### src/rtl/core/bbpe_pkg.sv
// bbpe_pkg: shared types and constants of the byte-level bpe merge core
// used by the controller, the datapath and the top level
`timescale 1ns / 1ps

package bbpe_pkg;

  localparam int TOK_W = 18;

  typedef enum logic [1:0] {
    CMD_LOAD_MAP  = 2'd0,
    CMD_LOAD_RULE = 2'd1,
    CMD_DATA      = 2'd2,
    CMD_NOP       = 2'd3
  } bbpe_cmd_code_t;

  typedef enum logic [1:0] {
    ERR_NONE     = 2'd0,
    ERR_UNMAPPED = 2'd1,
    ERR_OVERFLOW = 2'd2,
    ERR_RSVD     = 2'd3
  } bbpe_err_t;

  typedef enum logic [4:0] {
    ST_CLR,
    ST_IDLE,
    ST_RULE,
    ST_BYTE,
    ST_DECIDE,
    ST_SC_INIT,
    ST_SC_A,
    ST_SC_B,
    ST_LK,
    ST_SC_UPD,
    ST_RW_INIT,
    ST_RW_A,
    ST_RW_B,
    ST_RW_END,
    ST_EM_RD,
    ST_EM_LD,
    ST_EO_LD,
    ST_EM_WAIT
  } bbpe_state_t;

  typedef struct packed {
    logic accept;
    logic rule_wr;
    logic byte_apply;
    logic clear;
    logic clr_run;
    logic sc_init;
    logic sc_a;
    logic lk_start;
    logic lk_run;
    logic sc_upd;
    logic rw_init;
    logic rw_a;
    logic rw_b;
    logic rw_end;
    logic em_start;
    logic em_rd;
    logic em_ld;
    logic eo_ld;
    logic em_fire;
  } bbpe_cmd_t;

  typedef struct packed {
    logic in_rule;
    logic in_data;
    logic clr_done;
    logic last;
    logic err_nz;
    logic cnt_zero;
    logic cnt_lt2;
    logic lk_done;
    logic scan_more;
    logic found_any;
    logic has_b;
    logic rw_match;
    logic rw_more;
    logic out_last;
    logic out_fire;
  } bbpe_sts_t;

endpackage

### src/rtl/core/bbpe_ctrl.sv
// bbpe_ctrl: state machine sequencing loads, merge rounds and token output
// depends on bbpe_pkg
`timescale 1ns / 1ps

module bbpe_ctrl (
  input  logic               clk,
  input  logic               rst_n,
  input  logic               in_tvalid,
  input  bbpe_pkg::bbpe_sts_t sts,
  output bbpe_pkg::bbpe_cmd_t cmd,
  output logic               in_tready
);
  import bbpe_pkg::*;

  bbpe_state_t state_r, state_nxt;

  always_ff @(posedge clk) begin
    if (!rst_n) begin
      state_r <= ST_CLR;
    end else begin
      state_r <= state_nxt;
    end
  end

  always_comb begin
    state_nxt = state_r;
    case (state_r)
      ST_CLR:     if (sts.clr_done) state_nxt = ST_IDLE;
      ST_IDLE: begin
        if (in_tvalid) begin
          if (sts.in_rule)      state_nxt = ST_RULE;
          else if (sts.in_data) state_nxt = ST_BYTE;
        end
      end
      ST_RULE:    state_nxt = ST_IDLE;
      ST_BYTE:    state_nxt = sts.last ? ST_DECIDE : ST_IDLE;
      ST_DECIDE: begin
        if (sts.err_nz)        state_nxt = ST_EO_LD;
        else if (sts.cnt_zero) state_nxt = ST_IDLE;
        else if (sts.cnt_lt2)  state_nxt = ST_EM_RD;
        else                   state_nxt = ST_SC_INIT;
      end
      ST_SC_INIT: state_nxt = ST_SC_A;
      ST_SC_A:    state_nxt = ST_SC_B;
      ST_SC_B:    state_nxt = ST_LK;
      ST_LK:      if (sts.lk_done) state_nxt = ST_SC_UPD;
      ST_SC_UPD: begin
        if (sts.scan_more)      state_nxt = ST_SC_B;
        else if (sts.found_any) state_nxt = ST_RW_INIT;
        else                    state_nxt = ST_EM_RD;
      end
      ST_RW_INIT: state_nxt = ST_RW_A;
      ST_RW_A:    state_nxt = sts.has_b ? ST_RW_B : ST_RW_END;
      ST_RW_B: begin
        if (sts.rw_match && !sts.rw_more) state_nxt = ST_RW_END;
        else                              state_nxt = ST_RW_A;
      end
      ST_RW_END:  state_nxt = ST_DECIDE;
      ST_EM_RD:   state_nxt = ST_EM_LD;
      ST_EM_LD:   state_nxt = ST_EM_WAIT;
      ST_EO_LD:   state_nxt = ST_EM_WAIT;
      ST_EM_WAIT: begin
        if (sts.out_fire) state_nxt = sts.out_last ? ST_IDLE : ST_EM_RD;
      end
      default:    state_nxt = ST_IDLE;
    endcase
  end

  always_comb begin
    cmd = '0;
    in_tready = 1'b0;
    case (state_r)
      ST_CLR:     cmd.clr_run = 1'b1;
      ST_IDLE: begin
        in_tready  = 1'b1;
        cmd.accept = in_tvalid;
      end
      ST_RULE:    cmd.rule_wr = 1'b1;
      ST_BYTE:    cmd.byte_apply = 1'b1;
      ST_DECIDE: begin
        cmd.clear    = !sts.err_nz && sts.cnt_zero;
        cmd.em_start = !sts.err_nz && !sts.cnt_zero && sts.cnt_lt2;
      end
      ST_SC_INIT: cmd.sc_init = 1'b1;
      ST_SC_A:    cmd.sc_a = 1'b1;
      ST_SC_B:    cmd.lk_start = 1'b1;
      ST_LK:      cmd.lk_run = 1'b1;
      ST_SC_UPD: begin
        cmd.sc_upd   = 1'b1;
        cmd.em_start = !sts.scan_more && !sts.found_any;
      end
      ST_RW_INIT: cmd.rw_init = 1'b1;
      ST_RW_A:    cmd.rw_a = 1'b1;
      ST_RW_B:    cmd.rw_b = 1'b1;
      ST_RW_END:  cmd.rw_end = 1'b1;
      ST_EM_RD:   cmd.em_rd = 1'b1;
      ST_EM_LD:   cmd.em_ld = 1'b1;
      ST_EO_LD:   cmd.eo_ld = 1'b1;
      ST_EM_WAIT: cmd.em_fire = sts.out_fire;
      default:    cmd = '0;
    endcase
  end

endmodule

### config.mk
export PLATFORM = sky130hd
export DESIGN_NAME = bbpe_ctrl
export DESIGN_NICKNAME = d
export VERILOG_FILES = /design/src/rtl/core/bbpe_pkg.sv /design/src/rtl/core/bbpe_ctrl.sv
export SDC_FILE = /design/constraint.sdc
export NUM_CORES = 1
export LEC_CHECK = 0
export ABC_AREA = 1
export ABC_CLOCK_PERIOD_IN_PS = 2700
export BUFFER_PORTS_ARGS = -buffer_cell sky130_fd_sc_hd__buf_2
export CAP_MARGIN = 20
export CORE_ASPECT_RATIO = 0.9
export CORE_UTILIZATION = 48
export CTS_CLUSTER_SIZE = 30
export DETAILED_ROUTE_END_ITERATION = 7
export PLACE_DENSITY = 0.89
export SKIP_CTS_REPAIR_TIMING = 1
export SYNTH_ARGS = -nofsm -noshare
export SYNTH_HDL_FRONTEND = slang
export SYNTH_SLANG_ARGS = --single-unit
### constraint.sdc
create_clock -name clk -period 2.7 [get_ports clk]
set_input_delay 0.27 -clock clk [delete_from_list [all_inputs] [get_ports clk]]
set_output_delay 0.27 -clock clk [all_outputs]
set_load 0.02 [all_outputs]
==> results.yml, run 1 <==
finish:
  top_register: "state_r"
  largest_reg_flops: 5
  syn2layout_area_growth_pct: 30.9
  diodes: 0
  top_regs: "state_r (5)"
  fin_cells: 198
  fin_nets: 202
  drive_gt1_share_pct: 33.3
synth:
  ys_types: 20
  ys_top_cells_by_area: "nand2_1, nor2_1, dfxtp_1"
  synth_top_cells_by_count: "nand2_1, nor2_1, inv_1"
  synth-adder-area-share_pct: 0
  ys_ff_latch: 5
  synth-xor-area-share_pct: 0
  syn-cell-area_um2: 744
  synth_cells: 142
  syn_nets: 160
  synth-compound-area-share_pct: 7.23
  seq_area_frac_synth_pct: 13.4
  yosys.area.top_type: "nand2_1"
  synthMuxAreaShare_pct: 0
  yosysWarnings: 0
  yosys.area_share.simple_pct: 63.7
  async_flop_share_pct: 0
  synth-edff-count: 0
  synth_top_family_by_area: "simple AND/OR/NAND/NOR gates"
  ys.flop_type: "dfxtp_1"
  syn_area_per_cell_um2: 5.24
  yosysMostFrequentCell: "nand2_1"
  synth_top_area_share_pct: 17.6
clocking:
  cts_made_buffers: 3
  clockBufferDepth: 2
  clock-sinks: 5
  ctsRootBufferMaster: "clkbuf_4"
  cts_tree: "done"
  htreeDepth: 1
  path_clk_slew_ns: 0.05
  clkLatencyLatePin_ns: 0.25
floorplanning:
  die-height_um: 39.4
  num_io_pins: 38
  die_area_um2: 1710
  die_x_um: 43.5
  core_area_um2: 1450
  placementRows: 13
  initial_utilization_pct: 51.4
sta:
  finalCritPeriodShare_pct: 69.3
  relSlewSlack_pct: 77.5
  fin_setup_tns_ns: 0
  tightest_slew_ns: 0.337
  slew_violations: 0
  fin_worst_skew_ns: 0.00586
  hold_viol: 0
  rsz0062_at_grt: "no"
  max_freq_ghz: 0.534
  post-route-min-period_ns: 1.87
  hold-worst-slack_ns: 0.246
  setup-violations-final: 0
worst_hold_path:
  worstHoldPathType: "in -> reg"
  hold_depth: 3
  min_from: "rst_n"
  holdPathEnd: "state_r[4]$_SDFFE_PN0P_"
worst_setup_path:
  timing.critical_path.buf_inv: 3
  cp_slowest_stage_delay_ns: 0.47
  start_kind: "register"
  rr_endpoint: "state_r[2]$_SDFFE_PN0P_"
  worstPathArrival_ns: 1.60
  r2r_start: "state_r[4]$_SDFFE_PN0P_"
  slowest_stage: "dfxtp_1"
  crit_path_end_kind: "output pin"
  crit_family: "flip-flops"
  crit_chain: "inv_2, nor2_4, inv_2, nor2_4, nand2_2, o21bai_1, buf_2"
  ff2ff_path_depth: 9
  critPathRequiredTime_ns: 2.43
  path_class: "reg -> out"
  startpoint: "state_r[0]$_SDFFE_PN0P_"
  cp_max_fo: 8
  r2r_slack_ns: 1.15
grt:
  grt_usage_pct: 26.9
  grt_max_degree: 10
  grt_pass1_vias: 810
  grt_antenna_before_repair: 0
  overflow: 0
  grt_pass1_wl_mm: 3.36
pwr:
  vdd_ir_drop_max_mv: 0.461
  p_leak_nw: 0.647
  power_density_nw_per_um2: 382
routing:
  vias_per_cell: 5.24
  postRouteAntennaNets: 0
  first_pass_iters: 6
  drc: 2
  wire_per_inst_um: 10.9
  vias: 1038
  drt_wl_total_mm: 2.16
  drt_iter0_markers: 47
placement:
  hpwl_mm: 1.78
  portBuffers: 37
  dpl.cell_count: 194
  place.gp.congestion: 1.02
flow_run:
  cap_violations: 0
outcome:
  violations: "design-rule violations"
  outcome: "finished, violations left"
## worst reg2reg max path, cell delays in order (launching register included)
cell and delay [ns]:
dfxtp_1 0.43, inv_2 0.16, nand3_1 0.18, inv_1 0.05
nand2_1 0.11, nand3_1 0.11, nor2_1 0.11, nand2_1 0.06
o21ai_1 0.17, nor2_1 0.06
## how the worst max path moves through the flow
stage,slack (ns),to,depth (start not counted)
6_report,0.83,cmd[4],7
5_1_grt,0.70,cmd[4],7
4_1_cts,0.85,cmd[4],7
3_5_place_dp,1.14,cmd[4],7
3_3_place_gp,1.19,cmd[4],7
2_1_floorplan,1.10,cmd[4],6
## cells in the final DEF, fill, tap and decap left out, drive strengths merged
cell	instances
buf	37
a21oi	2
nand2	37
nor2	35
nand4	3
o21bai	1
clkbuf	4
o21ai	5
nand3	18
dfxtp	5
o211ai	1
nor3	3
inv	31
nand3b	1
## metal layers
layer / part of all wire, % / up-vias / track usage [%]
met1: 41 / 446 / 35.3
met5: 0 / - / 0
met2: 47 / 69 / 43.9
met3: 10 / 4 / 6.91
met4: 1.2 / 0 / 6.25
li1: - / 519 / -
## logic make-up (layout without fill, tap and decap cells)
family | Yosys count | in the layout
simple gates | 97 | 97
buf+inv | 31 | 72
flops | 5 | 5
compound gates | 9 | 9
## stage by stage
stage	utilization (%)	power [mW]	setup WS (ns)	area, um^2
after global placement	65.5	0.271	1.19	948
after floorplan	-	0.224	1.10	744
after global routing	67.3	0.401	0.700	975
after detailed placement	65.5	0.276	1.14	948
final	67.3	0.373	0.828	975
after CTS	67.3	0.373	0.851	975
## final cells by class
type                            count  area, um^2
Tap cell                           15        18.8
Timing Repair Buffer               37         185
Fill cell                         139         473
Clock buffer                        4        26.3
Sequential cell                     5         100
Multi-Input combinational cell    106         528
Inverter                           31         116
## report_power, final
group	switching, mW	internal (mW)	total, mW	leakage [nW]
Combinational	0.123	0.0588	0.181	0.592
Clock	0.0389	0.0564	0.0953	0.0150
Sequential	0.0148	0.0812	0.0960	0.0407
No activity file was read; power rests on OpenSTA's default activity.
==> run 2: changes to the inputs <==
Settings changed: ABC_CLOCK_PERIOD_IN_PS 2700 to 1810, CORE_UTILIZATION 48 to 44, PLACE_DENSITY 0.89 to 0.83.
Clock period 2.7 ns to 1.81 ns, I/O delays scaled along.
==> run 2 against run 1 <==
  * The flow now finishes without violations
  * Clock power grew 30%
  * Critical path depth shrank 1
  * Combinational power grew 50%
  * Clock skew shrank 0.00085 ns
  * Routed wire length is essentially flat
  * Worst setup slack lost 0.72 ns
  * Core utilization shrank 1.9 points
  * Sequential power grew 52%
  * Sequential share of layout area is essentially flat
  * Via count shrank 3.9%
  * Critical endpoint unchanged
  * Largest cell class unchanged
  * Largest power group unchanged
  * Highest routed layer unchanged
==> results.yml, run 2 (synthesis results as in run 1) <==
worst_hold_path:
  hold_depth: 3
  worstHoldPathType: "in -> reg"
  holdPathEnd: "state_r[4]$_SDFFE_PN0P_"
  min_from: "rst_n"
routing:
  wire_per_inst_um: 10.6
  drt_wl_total_mm: 2.16
  drc: 0
  drt_iter0_markers: 34
  postRouteAntennaNets: 0
  first_pass_iters: 4
  vias_per_cell: 4.86
  vias: 997
finish:
  fin_cells: 205
  syn2layout_area_growth_pct: 32.9
  ff_latch_area_um2: 101
  multi_input_area_um2: 533
  largest_reg_flops: 5
  fin_nets: 202
  diodes: 0
  drive_gt1_share_pct: 34.4
  num-fill-cells: 162
  top_register: "state_r"
  mostFrequentLayoutCells: "buf_2, nand2_1, nor2_1, inv_1, nand3_1"
  top_regs: "state_r (5)"
  final_common_cell: "buf_2"
grt:
  grt_util_met1_pct: 32.6
  grt_max_degree: 10
  grt_antenna_before_repair: 0
  grt_pass1_vias: 834
  grt_pass1_wl_mm: 3.45
  use_met3_pct: 5.73
  busiest_layer: "met2"
  overflow: 0
  grtUsageMet2_pct: 48.6
  grt_usage_pct: 26.9
floorplanning:
  core_area_um2: 1510
  die-height_um: 41.0
  num_io_pins: 38
  die_area_um2: 1860
  initial_utilization_pct: 49.2
  die_x_um: 45.4
  placementRows: 13
worst_setup_path:
  start_kind: "register"
  r2r_slack_ns: 0.29
  ff2ff_path_depth: 11
  critPathRequiredTime_ns: 1.63
  r2r_start: "state_r[3]$_SDFFE_PN0P_"
  rr_endpoint: "state_r[0]$_SDFFE_PN0P_"
  cp_max_fo: 5
  worstPathArrival_ns: 1.52
  crit_path_end_kind: "output pin"
  path_class: "reg -> out"
sta:
  setup-violations-final: 0
  hold_viol: 0
  post-route-min-period_ns: 1.70
  max_freq_ghz: 0.588
  fin_setup_tns_ns: 0
  setup_slack_ns: 0.109
  rsz0062_at_grt: "no"
  slew_violations: 0
  relSlewSlack_pct: 77.2
  hold-worst-slack_ns: 0.165
  finalCritPeriodShare_pct: 94.0
  fin_worst_skew_ns: 0.00501
  tightest_slew_ns: 0.342
clocking:
  cts_made_buffers: 3
  clockBufferDepth: 2
  htreeDepth: 1
  ctsRootBufferMaster: "clkbuf_4"
  clock-sinks: 5
  path_clk_slew_ns: 0.04
  clkLatencyLatePin_ns: 0.24
  cts_tree: "done"
pwr:
  power_density_nw_per_um2: 547
  p_leak_nw: 0.648
  vdd_ir_drop_max_mv: 0.814
outcome:
  outcome: "complete, no violations"
flow_run:
  cap_violations: 0
placement:
  dpl.cell_count: 201
  place.gp.congestion: 0.957
  portBuffers: 37
  hpwl_mm: 1.86
  pre_cts_ws_ns: 0.254
-- run 2: cell counts in the layout (fill, tap and decap cells not counted) --
Identical to the previous run, type by type.
-- run 2: routing by layer --
layer	up-vias	wire length [um]
met1	430	932
met4	0	14
li1	518	-
met3	2	145
met2	47	1070
met5	-	0
-- run 2: where the power goes --
part,switching [mW],internal [mW],total (mW)
logic,0.183,0.0879,0.271
registers,0.0233,0.123,0.146
clock network,0.0412,0.0831,0.124
total,0.247,0.294,0.541
-- run 2: critical path: stages (launching register included) --
cell	delay, ns
dfxtp_1	0.44
nand2_1	0.12
inv_1	0.11
nand3_2	0.14
nor3_2	0.17
o21bai_1	0.13
buf_2	0.17
-- run 2: area by class of cell --
type                       count  share of cell area, %
clock buffer                   4                   2.65
inverter                      31                   11.8
multi-input combinational    106                   53.9
sequential                     5                   10.2
tap                           22                   2.78
timing repair buffer          37                   18.7
-- run 2: worst max path at each step --
stage,slack (ns),end,cells after the start,from
2_1_floorplan,0.30,cmd[4],6,state_r[0]$_SDFFE_PN0P_
3_3_place_gp,0.28,state_r[0]$_SDFFE_PN0P_,11,state_r[0]$_SDFFE_PN0P_
3_5_place_dp,0.25,state_r[0]$_SDFFE_PN0P_,11,state_r[0]$_SDFFE_PN0P_
4_1_cts,0.02,cmd[4],7,state_r[0]$_SDFFE_PN0P_
5_1_grt,0.0005,cmd[4],7,state_r[0]$_SDFFE_PN0P_
6_report,0.11,cmd[4],6,state_r[2]$_SDFFE_PN0P_
-- run 2: stage by stage --
| step | power [mW] | util (%) | cell area, um^2 |
|---|---|---|---|
| 6_report | 0.541 | 65.4 | 990 |
| 3_5_place_dp | 0.416 | 63.3 | 957 |
| 3_3_place_gp | 0.411 | 63.3 | 957 |
| 4_1_cts | 0.544 | 65.0 | 983 |
| 2_1_floorplan | 0.334 | - | 744 |
| 5_1_grt | 0.601 | 65.4 | 990 |
==> run 3: changes to the inputs <==
Settings changed: BUFFER_PORTS_ARGS -buffer_cell sky130_fd_sc_hd__buf_2 to not set, CORE_ASPECT_RATIO 0.9 to not set, CORE_UTILIZATION 44 to 55, DONT_BUFFER_PORTS set to 1, PLACE_DENSITY 0.83 to 0.75.
==> run 3 against run 2 <==
  * Via count is 4.0% lower
  * Critical path depth stayed put
  * First-iteration DRC count is 8.8% lower
  * Clock power is 10% higher
  * Clock-buffer cell count is 1 lower
  * Sequential share of layout area is 1.1 points higher
  * Routed wire length is 3.5% higher
  * Core utilization is 9.9 points higher
  * Final cell count is 16% lower
  * Die area is 19% lower
  * Largest cell class unchanged
  * Largest power group unchanged
==> results.yml, run 3 (synthesis results as in run 1) <==
grt:
  use_met3_pct: 6.36
  grt_max_degree: 10
  grt_antenna_before_repair: 0
  grt_pass1_wl_mm: 3.02
  overflow: 0
  grt_util_met1_pct: 34.7
  grt_usage_pct: 29.4
  grt_pass1_vias: 751
  grtUsageMet2_pct: 51.2
  busiest_layer: "met2"
routing:
  wire_per_inst_um: 12.9
  vias_per_cell: 5.53
  drc: 0
  drt_wl_total_mm: 2.24
  postRouteAntennaNets: 0
  first_pass_iters: 5
  vias: 957
  drt_iter0_markers: 31
worst_hold_path:
  worstHoldPathType: "in -> reg"
sta:
  slew_violations: 0
  fin_worst_skew_ns: 0.00600
  max_freq_ghz: 0.571
  relSlewSlack_pct: 74.1
  finalCritPeriodShare_pct: 96.7
  rsz0062_at_grt: "no"
  hold-worst-slack_ns: 0.0349
  tightest_slew_ns: 0.387
  hold_viol: 0
  setup-violations-final: 0
  post-route-min-period_ns: 1.75
clocking:
  path_clk_slew_ns: 0.05
  ctsRootBufferMaster: "clkbuf_4"
  htreeDepth: 1
  cts_made_buffers: 3
  cts_tree: "done"
  clockBufferDepth: 2
  clkLatencyLatePin_ns: 0.25
  clock-sinks: 5
outcome:
  outcome: "complete, no violations"
finish:
  syn2layout_area_growth_pct: 20.0
  drive_gt1_share_pct: 25.2
  largest_reg_flops: 5
  final_common_cell: "nand2_1"
  mostFrequentLayoutCells: "nand2_1, nor2_1, inv_1, nand3_1, buf_4"
  fin_cells: 173
  final_cell_area_um2: 893
  diodes: 0
  top_regs: "state_r (5)"
  fin_nets: 178
  top_register: "state_r"
floorplanning:
  placementRows: 12
  die_x_um: 38.8
  initial_utilization_pct: 62.8
  num_io_pins: 38
  core_area_um2: 1190
  die-height_um: 38.8
  die_area_um2: 1500
placement:
  placed_cell_area_um2: 845
  dpl.cell_count: 167
  hpwl_mm: 1.64
  portBuffers: 0
  place.gp.congestion: 0.900
worst_setup_path:
  path_class: "reg -> out"
  crit_chain: "inv_2, nand3_4, nor2_4, nand2_2, o21bai_1, buf_4"
  slowest_stage: "dfxtp_1"
  cp_max_fo: 9
  crit_path_end_kind: "output pin"
  worstPathArrival_ns: 1.57
  start_kind: "register"
  critPathRequiredTime_ns: 1.63
  cp_slowest_stage_delay_ns: 0.37
pwr:
  vdd_ir_drop_max_mv: 0.556
  p_leak_nw: 0.544
  power_density_nw_per_um2: 624
flow_run:
  cap_violations: 0
==> run 3: cell types whose count changed in the layout (fill, tap and decap cells not counted) <==
| cell | delta |
|---|---|
| buf_4 | +13 |
| clkbuf_1 | -1 |
| clkinv_2 | +1 |
| buf_2 | -37 |
==> run 3: final cells by class <==
| type | instances | area (um^2) |
|---|---|---|
| Multi-Input combinational cell | 106 | 533 |
| Fill cell | 103 | 293 |
| Inverter | 31 | 116 |
| Sequential cell | 5 | 101 |
| Timing Repair Buffer | 13 | 97.6 |
| Clock buffer | 3 | 22.5 |
| Tap cell | 14 | 17.5 |
| Clock inverter | 1 | 5.00 |
==> run 3: through the flow <==
| stage | power (mW) | worst slack, ns | setup TNS (ns) | util [%] |
|---|---|---|---|---|
| after floorplan | 0.334 | 0.297 | 0 | - |
| after CTS | 0.525 | -0.0825 | -0.0825 | 73.5 |
| after detailed placement | 0.387 | 0.187 | 0 | 71.2 |
| final | 0.558 | 0.0601 | 0 | 75.3 |
| after global routing | 0.587 | 0.00784 | 0 | 75.3 |
| after global placement | 0.385 | 0.198 | 0 | 71.2 |
==> run 3: routing by layer <==
metal | part of all wire, % | vias up
met2 | 49 | 71
met5 | 0 | -
li1 | - | 469
met3 | 11 | 8
met4 | 2.1 | 0
met1 | 38 | 409
==> run 3: worst paths after layout <==
| path | slack, ns | end | depth (start not counted) | startpoint |
|---|---|---|---|---|
| setup / recovery | 0.06 | cmd[4] | 6 | state_r[4]$_SDFFE_PN0P_ |
| hold / removal | 0.03 | state_r[4]$_SDFFE_PN0P_ | 2 | rst_n |
| setup reg to reg | 0.23 | state_r[0]$_SDFFE_PN0P_ | 10 | state_r[0]$_SDFFE_PN0P_ |
| hold reg to reg | 0.63 | state_r[0]$_SDFFE_PN0P_ | 2 | state_r[0]$_SDFFE_PN0P_ |
==> run 3: worst max-delay path, delay by kind of cell, from the launching register on <==
kind | cells | cell delay, ns
DFF | 1 | 0.37
and+or+nand+nor | 3 | 0.44
buffers and inverters | 2 | 0.37
AOI/OAI and AO/OA | 1 | 0.13
==> run 3: power breakdown <==
| group | total [mW] | switching (mW) | internal, mW |
|---|---|---|---|
| Sequential | 0.146 | 0.0234 | 0.123 |
| Clock | 0.137 | 0.0563 | 0.0805 |
| Combinational | 0.274 | 0.184 | 0.0903 |
| Total | 0.558 | 0.264 | 0.294 |
